[config.mk]
export PLATFORM = sky130hd
export DESIGN_NAME = ready_to_drive_interlock_flat
export DESIGN_NICKNAME = d
export VERILOG_FILES = /design/src/rtl/rtdi_pkg.sv /design/src/rtl/rtdi_if.sv /design/src/rtl/rtdi_front.sv /design/src/rtl/rtdi_queue.sv /design/src/rtl/rtdi_back.sv /design/src/rtl/ready_to_drive_interlock.sv /design/src/flat_wrapper.sv
export SDC_FILE = /design/constraint.sdc
export NUM_CORES = 1
export LEC_CHECK = 0
export BUFFER_PORTS_ARGS = -buffer_cell sky130_fd_sc_hd__buf_2
export CORE_ASPECT_RATIO = 1.4
export CORE_MARGIN = 2
export CORE_UTILIZATION = 30
export DETAILED_ROUTE_END_ITERATION = 8
export GPL_TIMING_DRIVEN = 1
export SKIP_CTS_REPAIR_TIMING = 1
export SLEW_MARGIN = 30
export SYNTH_ARGS = -nofsm -noshare
export SYNTH_HDL_FRONTEND = slang
export SYNTH_HIERARCHICAL = 1
export SYNTH_SLANG_ARGS = --single-unit
[constraint.sdc]
create_clock -name clk -period 8.5 [get_ports clk]
set_input_delay 1.7 -clock clk [delete_from_list [all_inputs] [get_ports clk]]
set_output_delay 1.7 -clock clk [all_outputs]
set_load 0.03 [all_outputs]
[src/rtl/rtdi_pkg.sv]
// ----------------------------------------------------------------------------
// rtdi_pkg
// Shared types and constants of the ready-to-drive interlock.
// ----------------------------------------------------------------------------
package rtdi_pkg;

    localparam int unsigned DEB_W      = 4;
    localparam int unsigned THR_W      = 12;
    localparam int unsigned DUR_W      = 16;
    localparam int unsigned TIME_W     = 32;
    localparam int unsigned CFG_DATA_W = 16;
    localparam int unsigned CFG_IDX_W  = 2;
    localparam int unsigned NUM_SIG    = 3;

    localparam int unsigned SIG_SWITCH = 0;
    localparam int unsigned SIG_MOTOR  = 1;
    localparam int unsigned SIG_BRAKE  = 2;

    localparam int unsigned QUEUE_DEPTH = 2;
    localparam int unsigned QPTR_W      = $clog2(QUEUE_DEPTH);
    localparam int unsigned QCNT_W      = $clog2(QUEUE_DEPTH + 1);

    localparam logic [DEB_W-1:0] DEBOUNCE_RST  = DEB_W'(3);
    localparam logic [THR_W-1:0] THRESHOLD_RST = THR_W'(1000);
    localparam logic [DUR_W-1:0] DURATION_RST  = DUR_W'(2000);

    typedef enum logic [CFG_IDX_W-1:0] {
        CFG_DEBOUNCE  = 2'd0,
        CFG_THRESHOLD = 2'd1,
        CFG_DURATION  = 2'd2
    } cfg_idx_t;

    typedef struct packed {
        logic [DEB_W-1:0] debounce_readings;
        logic [THR_W-1:0] brake_threshold;
        logic [DUR_W-1:0] buzz_time_ms;
    } cfg_t;

    // Classified tick: active-high readings plus timestamp
    typedef struct packed {
        logic [NUM_SIG-1:0] reading;
        logic [TIME_W-1:0]  now_ms;
    } tick_t;

    typedef struct packed {
        logic full;
        logic empty;
    } q_status_t;

endpackage

[src/rtl/rtdi_if.sv]
// ----------------------------------------------------------------------------
// rtdi_if
// Valid/ready channels for input ticks and result words.
// ----------------------------------------------------------------------------
interface rtdi_tick_if;
    import rtdi_pkg::*;

    logic                valid;
    logic                ready;
    logic                start_switch_pin;
    logic                motor_active_pin;
    logic [THR_W-1:0]    brake_sample;
    logic                sample_valid;
    logic [TIME_W-1:0]   now_ms;

    modport source (
        output valid, start_switch_pin, motor_active_pin, brake_sample, sample_valid, now_ms,
        input  ready
    );
    modport sink (
        input  valid, start_switch_pin, motor_active_pin, brake_sample, sample_valid, now_ms,
        output ready
    );
endinterface

interface rtdi_result_if;
    logic valid;
    logic ready;
    logic start_switch_on;
    logic motor_active;
    logic brake_pressed;
    logic ready_to_drive;
    logic buzzer_on;

    modport source (
        output valid, start_switch_on, motor_active, brake_pressed, ready_to_drive, buzzer_on,
        input  ready
    );
    modport sink (
        input  valid, start_switch_on, motor_active, brake_pressed, ready_to_drive, buzzer_on,
        output ready
    );
    modport mon (
        input valid, ready, start_switch_on, motor_active, brake_pressed, ready_to_drive,
        buzzer_on
    );
endinterface

[src/rtl/rtdi_front.sv]
// ----------------------------------------------------------------------------
// rtdi_front
// Takes raw ticks and turns them into active-high readings for the queue.
// ----------------------------------------------------------------------------
module rtdi_front (
    rtdi_tick_if.sink           ticks,
    input  rtdi_pkg::cfg_t      cfg,
    input  rtdi_pkg::q_status_t q_status,
    output logic                push,
    output rtdi_pkg::tick_t     word
);
    import rtdi_pkg::*;

    assign ticks.ready = !q_status.full;
    assign push        = ticks.valid && !q_status.full;

    always_comb
    begin
        word.reading[SIG_SWITCH] = !ticks.start_switch_pin;
        word.reading[SIG_MOTOR]  = !ticks.motor_active_pin;
        // failed conversion never counts as pressed
        word.reading[SIG_BRAKE]  = ticks.sample_valid
                                   && (ticks.brake_sample > cfg.brake_threshold);
        word.now_ms              = ticks.now_ms;
    end

endmodule

[src/rtl/rtdi_queue.sv]
// ----------------------------------------------------------------------------
// rtdi_queue
// Short FIFO between the classifier and the sequencer.
// ----------------------------------------------------------------------------
module rtdi_queue (
    input  logic                clk,
    input  logic                rst_n,
    input  logic                push,
    input  rtdi_pkg::tick_t     wr_word,
    input  logic                pop,
    output rtdi_pkg::tick_t     rd_word,
    output rtdi_pkg::q_status_t status
);
    import rtdi_pkg::*;

    tick_t             mem [QUEUE_DEPTH];
    logic [QPTR_W-1:0] wr_ptr_reg;
    logic [QPTR_W-1:0] wr_ptr_next;
    logic [QPTR_W-1:0] rd_ptr_reg;
    logic [QPTR_W-1:0] rd_ptr_next;
    logic [QCNT_W-1:0] count_reg;
    logic [QCNT_W-1:0] count_next;

    assign status.full  = (count_reg == QCNT_W'(QUEUE_DEPTH));
    assign status.empty = (count_reg == '0);
    assign rd_word      = mem[rd_ptr_reg];

    always_comb
    begin
        wr_ptr_next = wr_ptr_reg;
        rd_ptr_next = rd_ptr_reg;
        count_next  = count_reg;
        if (push)
        begin
            wr_ptr_next = (wr_ptr_reg == QPTR_W'(QUEUE_DEPTH - 1)) ? '0 : wr_ptr_reg + 1'b1;
        end
        if (pop)
        begin
            rd_ptr_next = (rd_ptr_reg == QPTR_W'(QUEUE_DEPTH - 1)) ? '0 : rd_ptr_reg + 1'b1;
        end
        if (push && !pop)
        begin
            count_next = count_reg + 1'b1;
        end
        else if (pop && !push)
        begin
            count_next = count_reg - 1'b1;
        end
    end

    always_ff @(posedge clk)
    begin
        if (push)
        begin
            mem[wr_ptr_reg] <= wr_word;
        end
    end

    always_ff @(posedge clk or negedge rst_n)
    begin
        if (!rst_n)
        begin
            wr_ptr_reg <= '0;
            rd_ptr_reg <= '0;
            count_reg  <= '0;
        end
        else
        begin
            wr_ptr_reg <= wr_ptr_next;
            rd_ptr_reg <= rd_ptr_next;
            count_reg  <= count_next;
        end
    end

endmodule

[src/rtl/rtdi_back.sv]
// ----------------------------------------------------------------------------
// rtdi_back
// Debounce filters and the idle/buzzer/ready sequencer; owns the result slot.
// ----------------------------------------------------------------------------
module rtdi_back (
    input  logic                clk,
    input  logic                rst_n,
    input  rtdi_pkg::cfg_t      cfg,
    input  rtdi_pkg::q_status_t q_status,
    input  rtdi_pkg::tick_t     word,
    output logic                pop,
    rtdi_result_if.source       results
);
    import rtdi_pkg::*;

    typedef enum logic [1:0] {
        SEQ_IDLE   = 2'd0,
        SEQ_BUZZER = 2'd2,
        SEQ_READY  = 2'd3
    } seq_state_t;

    seq_state_t         state_reg;
    seq_state_t         state_next;
    logic [NUM_SIG-1:0] level_reg;
    logic [NUM_SIG-1:0] level_next;
    logic [DEB_W-1:0]   count_reg [NUM_SIG];
    logic [DEB_W-1:0]   count_next [NUM_SIG];
    logic [TIME_W-1:0]  start_ms_reg;
    logic [TIME_W-1:0]  start_ms_next;
    logic               buzzer_reg;
    logic               buzzer_next;
    logic               ready_reg;
    logic               ready_next;
    logic               out_valid_reg;
    logic [TIME_W-1:0]  elapsed;
    logic               all_on;

    // state regs only move on pop, so they double as the result payload
    assign pop               = !q_status.empty && (!out_valid_reg || results.ready);
    assign results.valid           = out_valid_reg;
    assign results.start_switch_on = level_reg[SIG_SWITCH];
    assign results.motor_active    = level_reg[SIG_MOTOR];
    assign results.brake_pressed   = level_reg[SIG_BRAKE];
    assign results.ready_to_drive  = ready_reg;
    assign results.buzzer_on       = buzzer_reg;

    always_comb
    begin
        logic [DEB_W:0] n;
        for (int i = 0; i < NUM_SIG; i++)
        begin
            n             = {1'b0, count_reg[i]} + 1'b1;
            level_next[i] = level_reg[i];
            count_next[i] = '0;
            if (word.reading[i] != level_reg[i])
            begin
                // a setting of zero acts like one
                if (n >= {1'b0, cfg.debounce_readings})
                begin
                    level_next[i] = word.reading[i];
                end
                else
                begin
                    count_next[i] = n[DEB_W-1:0];
                end
            end
        end
    end

    assign all_on  = &level_next;
    assign elapsed = word.now_ms - start_ms_reg;

    always_comb
    begin
        state_next    = state_reg;
        start_ms_next = start_ms_reg;
        buzzer_next   = buzzer_reg;
        ready_next    = ready_reg;
        unique case (state_reg)
            SEQ_IDLE:
            begin
                ready_next = 1'b0;
                if (all_on)
                begin
                    buzzer_next   = 1'b1;
                    start_ms_next = word.now_ms;
                    state_next    = SEQ_BUZZER;
                end
            end
            SEQ_BUZZER:
            begin
                if (elapsed >= {{(TIME_W - DUR_W){1'b0}}, cfg.buzz_time_ms})
                begin
                    buzzer_next = 1'b0;
                    ready_next  = 1'b1;
                    state_next  = SEQ_READY;
                end
                else if (!all_on)
                begin
                    buzzer_next = 1'b0;
                    ready_next  = 1'b0;
                    state_next  = SEQ_IDLE;
                end
            end
            SEQ_READY:
            begin
                if (!level_next[SIG_MOTOR] || !level_next[SIG_SWITCH])
                begin
                    ready_next = 1'b0;
                    state_next = SEQ_IDLE;
                end
            end
            default:
            begin
                buzzer_next = 1'b0;
                ready_next  = 1'b0;
                state_next  = SEQ_IDLE;
            end
        endcase
    end

    always_ff @(posedge clk or negedge rst_n)
    begin
        if (!rst_n)
        begin
            state_reg     <= SEQ_IDLE;
            level_reg     <= '0;
            count_reg     <= '{default: '0};
            start_ms_reg  <= '0;
            buzzer_reg    <= 1'b0;
            ready_reg     <= 1'b0;
            out_valid_reg <= 1'b0;
        end
        else
        begin
            if (pop)
            begin
                state_reg     <= state_next;
                level_reg     <= level_next;
                count_reg     <= count_next;
                start_ms_reg  <= start_ms_next;
                buzzer_reg    <= buzzer_next;
                ready_reg     <= ready_next;
                out_valid_reg <= 1'b1;
            end
            else if (results.ready)
            begin
                out_valid_reg <= 1'b0;
            end
        end
    end

endmodule

[src/rtl/ready_to_drive_interlock.sv]
// ----------------------------------------------------------------------------
// ready_to_drive_interlock
// Debounced start/motor/brake inputs driving an idle-buzzer-ready sequencer.
// ----------------------------------------------------------------------------
// Takes one tick word per clock while the queue has room and returns one
// result word per tick, in order. A tick is classified as it is accepted and
// written into a two-entry queue; the sequencer pops one word per cycle when
// its result slot is empty or being drained, so a result is held in a queue
// entry, then in the result registers. Throughput is one word per clock while
// results are taken. Registers are written through cfg_we, cfg_index, cfg_data
// only with no tick in flight (user's duty, unchecked); index 3 is ignored.
// ----------------------------------------------------------------------------
module ready_to_drive_interlock (
    input  logic                                clk,
    input  logic                                rst_n,
    input  logic                                cfg_we,
    input  logic [rtdi_pkg::CFG_IDX_W-1:0]      cfg_index,
    input  logic [rtdi_pkg::CFG_DATA_W-1:0]     cfg_data,
    rtdi_tick_if.sink                           ticks,
    rtdi_result_if.source                       results
);
    import rtdi_pkg::*;

    cfg_t      cfg_reg;
    q_status_t q_status;
    tick_t     push_word;
    tick_t     pop_word;
    logic      push;
    logic      pop;

    always_ff @(posedge clk or negedge rst_n)
    begin
        if (!rst_n)
        begin
            cfg_reg.debounce_readings <= DEBOUNCE_RST;
            cfg_reg.brake_threshold   <= THRESHOLD_RST;
            cfg_reg.buzz_time_ms      <= DURATION_RST;
        end
        else if (cfg_we)
        begin
            unique case (cfg_index)
                CFG_DEBOUNCE:  cfg_reg.debounce_readings <= cfg_data[DEB_W-1:0];
                CFG_THRESHOLD: cfg_reg.brake_threshold   <= cfg_data[THR_W-1:0];
                CFG_DURATION:  cfg_reg.buzz_time_ms      <= cfg_data[DUR_W-1:0];
                default:       ;
            endcase
        end
    end

    rtdi_front u_front (
        .ticks    (ticks),
        .cfg      (cfg_reg),
        .q_status (q_status),
        .push     (push),
        .word     (push_word)
    );

    rtdi_queue u_queue (
        .clk     (clk),
        .rst_n   (rst_n),
        .push    (push),
        .wr_word (push_word),
        .pop     (pop),
        .rd_word (pop_word),
        .status  (q_status)
    );

    rtdi_back u_back (
        .clk      (clk),
        .rst_n    (rst_n),
        .cfg      (cfg_reg),
        .q_status (q_status),
        .word     (pop_word),
        .pop      (pop),
        .results  (results)
    );

endmodule

[src/flat_wrapper.sv]
// flat-port wrapper written by rule: the top's interface ports become plain ports
module ready_to_drive_interlock_flat import rtdi_pkg::*;
  (clk, rst_n, cfg_we, cfg_index, cfg_data, ticks_valid, ticks_start_switch_pin, ticks_motor_active_pin, ticks_brake_sample, ticks_sample_valid, ticks_now_ms, ticks_ready, results_valid, results_start_switch_on, results_motor_active, results_brake_pressed, results_ready_to_drive, results_buzzer_on, results_ready);
  rtdi_tick_if ticks_i ();
  rtdi_result_if results_i ();
  input  logic clk;
  input  logic rst_n;
  input  logic cfg_we;
  input  logic [rtdi_pkg::CFG_IDX_W-1:0] cfg_index;
  input  logic [rtdi_pkg::CFG_DATA_W-1:0] cfg_data;
  input wire logic [$bits(ticks_i.valid)-1:0] ticks_valid;
  input wire logic [$bits(ticks_i.start_switch_pin)-1:0] ticks_start_switch_pin;
  input wire logic [$bits(ticks_i.motor_active_pin)-1:0] ticks_motor_active_pin;
  input wire logic [$bits(ticks_i.brake_sample)-1:0] ticks_brake_sample;
  input wire logic [$bits(ticks_i.sample_valid)-1:0] ticks_sample_valid;
  input wire logic [$bits(ticks_i.now_ms)-1:0] ticks_now_ms;
  output wire logic [$bits(ticks_i.ready)-1:0] ticks_ready;
  output wire logic [$bits(results_i.valid)-1:0] results_valid;
  output wire logic [$bits(results_i.start_switch_on)-1:0] results_start_switch_on;
  output wire logic [$bits(results_i.motor_active)-1:0] results_motor_active;
  output wire logic [$bits(results_i.brake_pressed)-1:0] results_brake_pressed;
  output wire logic [$bits(results_i.ready_to_drive)-1:0] results_ready_to_drive;
  output wire logic [$bits(results_i.buzzer_on)-1:0] results_buzzer_on;
  input wire logic [$bits(results_i.ready)-1:0] results_ready;
  assign ticks_i.valid = ticks_valid;
  assign ticks_i.start_switch_pin = ticks_start_switch_pin;
  assign ticks_i.motor_active_pin = ticks_motor_active_pin;
  assign ticks_i.brake_sample = ticks_brake_sample;
  assign ticks_i.sample_valid = ticks_sample_valid;
  assign ticks_i.now_ms = ticks_now_ms;
  assign ticks_ready = ticks_i.ready;
  assign results_valid = results_i.valid;
  assign results_start_switch_on = results_i.start_switch_on;
  assign results_motor_active = results_i.motor_active;
  assign results_brake_pressed = results_i.brake_pressed;
  assign results_ready_to_drive = results_i.ready_to_drive;
  assign results_buzzer_on = results_i.buzzer_on;
  assign results_i.ready = results_ready;
  ready_to_drive_interlock u_core (.clk(clk), .rst_n(rst_n), .cfg_we(cfg_we), .cfg_index(cfg_index), .cfg_data(cfg_data), .ticks(ticks_i), .results(results_i));
endmodule
Yosys cells after proc, flatten, opt, wreduce, memory -nomap -nowiden
Memories as Yosys holds them, arrays and structs flattened.
Index checks and enable logic that the tools add are counted.
{"block": "op_classes", "addsub": 8, "n_lt_le_gt_ge": 5, "n_eq_ne": 11, "mux": 32, "bitwise_logic": 1, "reduce_logical": 29}
{"operator": ">= comparator 32 x 16 -> 1 bit", "count": 1}
{"operator": "subtractor 32 bit", "count": 1}
{"operator": "2-to-1 mux 4 bit", "count": 6}
{"operator": "2-to-1 mux 1 bit", "count": 17}
{"operator": "adder 4 x 1 -> 5 bit (second input constant)", "count": 3}
{"operator": ">= comparator 5 x 4 -> 1 bit", "count": 3}
{"operator": "> comparator 12 bit", "count": 1}
{"operator": "2-to-1 mux 2 bit", "count": 6}
{"operator": "logical NOT 1 bit", "count": 9}
{"operator": "equality test 2 bit (second input constant)", "count": 4}
{"operator": "AND reduction 4 bit", "count": 2}
{"operator": "logical NOT 2 bit", "count": 3}
{"operator": "one-hot mux 2 bit (3 select lines)", "count": 1}
{"operator": "AND reduction 2 bit", "count": 3}
{"operator": "AND reduction 3 bit", "count": 2}
{"operator": "logical AND 1 bit", "count": 5}
{"operator": "AND reduction 5 bit", "count": 1}
{"operator": "inequality test 2 bit (second input constant)", "count": 2}
{"operator": "nonzero test 2 bit", "count": 2}
{"operator": "inequality test 1 bit", "count": 3}
{"operator": "inequality test 3 bit (second input constant)", "count": 1}
{"operator": "one-hot mux 1 bit (3 select lines)", "count": 1}
{"operator": "adder 1 bit (second input constant)", "count": 2}
{"operator": "adder 2 x 1 -> 2 bit (second input constant)", "count": 1}
{"operator": "other kinds (5)", "count": 6}
{"block": "totals", "regBits": 88, "ramBits": 70, "inputBits": 70, "output_inout_bits": 7, "word_cells": 102, "memories": 1}
{"memory": "u_core.u_queue.mem", "depth": 2, "width": 35, "read_ports": 1, "rd_clocked_by_memory_dff": 0, "write_ports": 1, "line_no": "rtdi_queue.sv:16", "text": "tick_t mem [QUEUE_DEPTH];"}

Logic depth before layout (Yosys ltp)
{"block": "logic_depth", "word_depth": 8, "ltp_mapped": 23, "depth_no_buf": 21}

Modules after synthesis
The synthesis kept the hierarchy.
{"module": "rtdi_back", "n_inst": 1, "cells_per_inst": 550, "area_each_um2": 4774.6, "seq_area_each_um2": 1301.2}
{"module": "rtdi_queue", "n_inst": 1, "cells_per_inst": 125, "area_each_um2": 2862.7, "seq_area_each_um2": 2202.1}
{"module": "ready_to_drive_interlock", "n_inst": 1, "cells_per_inst": 69, "area_each_um2": 1301.2, "seq_area_each_um2": 818.3}
{"module": "rtdi_front", "n_inst": 1, "cells_per_inst": 79, "area_each_um2": 559.3, "seq_area_each_um2": 0.0}

Least setup slack after synthesis
OpenSTA, ideal clock, no wires.
{"block": "synth_path", "kind": "reg2reg", "startpoint": "register u_core.u_queue.rd_ptr_reg", "endpoint": "register u_core.u_back.ready_reg, in the netlist u_core/u_back/results.ready_to_drive", "setup_time_ns": 0.067, "arrival_time_ns": 4.598, "required_ns": 8.433, "slack_ns": 3.835, "stages_incl_launch_ff": 24, "path_buffers": 2, "period_less_slack_ns": 4.665, "path_cell_list": "dfrtp_1 -> buf_6 -> buf_12 -> mux2_4 -> inv_1 -> ha_1 -> fa_1 -> nor2b_1 -> o2111ai_1 -> a21oi_1 -> nor2_1 -> o21ai_0 -> xor2_1 -> ha_1 -> a21oi_1 -> nand2_1 -> a2111oi_0 -> o21ai_0 -> nor4_1 -> nand4_1 -> or4_1 -> nor4_1 -> o221ai_1 -> nand2_1"}
{"element": "start, declared", "line_no": "rtdi_queue.sv:19", "text": "logic [QPTR_W-1:0] rd_ptr_reg;"}
{"element": "start signal, assigned", "line_no": "rtdi_queue.sv:70", "text": "rd_ptr_reg <= rd_ptr_next;"}
{"element": "end signal, assigned", "line_no": "rtdi_back.sv:143", "text": "ready_reg <= ready_next;"}
{"element": "end, declared", "line_no": "rtdi_back.sv:32", "text": "logic ready_reg;"}

==> impl_metrics.json <==
{
  "outcome": "completed",
  "syn_area_um2": 9500,
  "async_flop_share_pct": 55.7,
  "cp_max_fo": 36,
  "io_pins": 77,
  "cap_violations": 0,
  "fin_crit_sh_pct": 65.8,
  "netlist_instances": 823,
  "dieWidth_um": 154,
  "crit_family": "compound AO/OA/AOI/OAI gates",
  "cts.sinks": 158,
  "grtUsageMet3_pct": 2.55,
  "crit_chain": "mux2_4 -> ha_1 -> o211ai_1 -> a21oi_1 -> nor2_1 -> o41ai_1 -> a21oi_1 -> xnor2_1 -> ha_1 -> a2111oi_0 -> o21ai_0 -> nor4_1 -> nand4_1 -> or4_1 -> nor4_1 -> o221ai_1 -> nand2_1",
  "core_um2": 31400,
  "drt-initial-drc-count": 353,
  "ys_seq_elements": 158,
  "multi_input_area_um2": 4480,
  "tns_ns": 0,
  "ant_nets": 0,
  "slew_viol_final": 0,
  "syn_area_per_cell_um2": 11.5,
  "yosys.area.top_type_share_pct": 22.1,
  "hp-class": "reg2reg",
  "grt_setup_unrepaired": "false",
  "yosys_warnings": 6,
  "globalRouteOverflowTotal": 0,
  "slew_headroom_pct": 38.7,
  "power_density_nw_per_um2": 403,
  "grt_pass1_wl_mm": 31.8,
  "gr-usage-met1_pct": 13.4,
  "final_hold_viol_count": 0,
  "synth_cell_types": 60,
  "grt_usage_pct": 12.0,
  "synth-main-ff-cell": "dfrtp_1",
  "met2_usage_pct": 22.1,
  "crit_path_start": "u_core/u_queue/rd_ptr_reg",
  "start_kind": "flop",
  "slowest_stage": "dfrtp_4",
  "h-tree-depth": 4,
  "setup_viol": 0,
  "r2r_cells": 17,
  "yosys.area.top_type": "edfxtp_1",
  "antenna_found_initial": 0,
  "root_buffer": "clkbuf_16",
  "crit_type": "reg2reg",
  "antennaDiodeCount": 0,
  "final_cell_mix": "inv_1 (79), buf_2 (75), ha_1 (75)",
  "syn_nets": 969,
  "cts_tree": "done",
  "largest_reg_flops": 70,
  "cpPeakStageDelay_ns": 0.87,
  "final_layout_size_suffix_gt1_share_pct": 26.2,
  "first_global_vias": 6293,
  "p_leak_nw": 4.79,
  "clock_latency_ns": 0.42,
  "globalplace.congestion": 0.874,
  "regArea_um2": 4330,
  "area_delta_synth_final_pct": 12.2,
  "synth_edf_count": 70,
  "busiest_layer": "met2",
  "cp_data_required_time_ns": 8.86,
  "place_hpwl_mm": 14.7,
  "synthTopCellsByArea": "edfxtp_1 (22%), dfrtp_1 (19%), mux2_4 (10%), ha_1 (9.9%), dfstp_2 (3.9%)",
  "whs_ns": 0.490,
  "vias_per_cell": 4.71,
  "vdd_drop_max_mv": 0.135,
  "fmax_ghz": 0.179,
  "tightest_slew_ns": 0.920,
  "crit_cells": 17,
  "drtPass1Iterations": 4,
  "routed_wl_mm": 19.3,
  "crit_buf_inv": 0,
  "dieArea_um2": 33100,
  "rr_startpoint": "u_core/u_queue/rd_ptr_reg",
  "std_cell_rows": 77,
  "remaining_drc_errors": 0,
  "cp-endpoint": "u_core/u_back/results.ready_to_drive",
  "die_h_um": 215,
  "avgRoutedWirePerCell_um": 15.1,
  "r2r_end": "u_core/u_back/results.ready_to_drive",
  "initial_utilization_pct": 30.2,
  "reg2reg_slack_ns": 2.91,
  "grt_max_degree": 63,
  "clockBufferDepth": 2,
  "fillers": 3157,
  "cts.clk_slew.worst_paths_ns": 0.07,
  "finClkSkew_ns": 0.00882,
  "finalNetCount": 1016,
  "total_power_mw": 4.30,
  "yosysSeqAreaShare_pct": 45.5,
  "cts_buffers": 17,
  "fin_crit_ns": 5.59,
  "worstSetupEndpointType": "flop",
  "crit_arrival_ns": 5.95,
  "port_buffers": 76,
  "layout_commonest_cell": "inv_1",
  "routed-via-count": 6013
}
==> routing by layer <==
metal  routed length (µm)  vias to the layer above
met5                    0                        -
met4                  403                        0
met3                  650                       18
met2                10200                       88
met1                 8090                     2905
li1                     -                     3002
==> worst min path at each step <==
stage                                   from                       endpoint  depth (start not counted)
2_1_floorplan  u_core/u_back/start_ms_reg[0]  u_core/u_back/start_ms_reg[0]                          2
3_3_place_gp     u_core/u_queue/count_reg[1]    u_core/u_queue/count_reg[1]                          1
3_5_place_dp     u_core/u_queue/count_reg[1]    u_core/u_queue/count_reg[1]                          1
4_1_cts          u_core/u_queue/count_reg[1]    u_core/u_queue/count_reg[1]                          1
5_1_grt          u_core/u_queue/count_reg[1]    u_core/u_queue/count_reg[1]                          1
6_report         u_core/u_queue/count_reg[1]    u_core/u_queue/count_reg[1]                          1
==> layout make-up <==
cell class / instances / area share, %
clock inverters: 10 / 1.50
well taps: 395 / 4.64
flip-flops and latches: 158 / 40.6
clock buffers: 22 / 4.45
repair buffers: 79 / 3.99
inverters: 79 / 2.78
multi-input cells: 535 / 42.0
==> power breakdown <==
group	leakage, nW	switching (mW)	internal, mW
Clock	0.300	0.300	0.514
Sequential	1.75	0.162	1.04
Combinational	2.74	1.27	1.02
Total	4.79	1.73	2.57
==> through the flow <==
| stage | area [µm²] | setup slack (ns) | util (%) | cells |
|---|---|---|---|---|
| after detailed placement | 10000 | 2.95 | 31.9 | 1246 |
| final | 10700 | 2.91 | 33.9 | 1278 |
| after global routing | 10700 | 2.27 | 33.9 | 1278 |
| after floorplan | 9500 | 3.83 | - | 823 |
| after CTS | 10700 | 2.91 | 33.9 | 1278 |
| after global placement | 9990 | 2.76 | 31.8 | 1245 |
==> cells by family after synthesis <==
kind of cell               after synthesis  share of synthesized area (%)
AOI/OAI and AO/OA                      144                           9.46
xor gates and xnor gates                40                           3.69
adders and majority gates               76                           10.1
buffers and inverters                  130                           7.47
DFF                                    158                           45.5
muxes                                  101                           14.5
and+or+nand+nor                        174                           9.30
==> cell usage after synthesis, types with 4 or more instances <==
library cell and instances:
dfrtp_1 74, nor3_1 8, xnor2_1 17, dfstp_2 14
nand3_1 14, nand2b_1 10, nand4_1 16, buf_4 33
or4_1 4, nor2_1 30, nor4_1 7, o21a_1 4
mux2i_1 4, o21ai_0 37, mux2_4 65, edfxtp_1 70
a31oi_1 6, and3_1 5, a21oi_1 50, ha_1 75
nand2_1 60, clkbuf_1 8, nor2b_1 9, a21o_1 12
xor2_1 23, mux2_2 32, inv_1 79, buf_6 5
No activity file was read; power rests on OpenSTA's default activity.
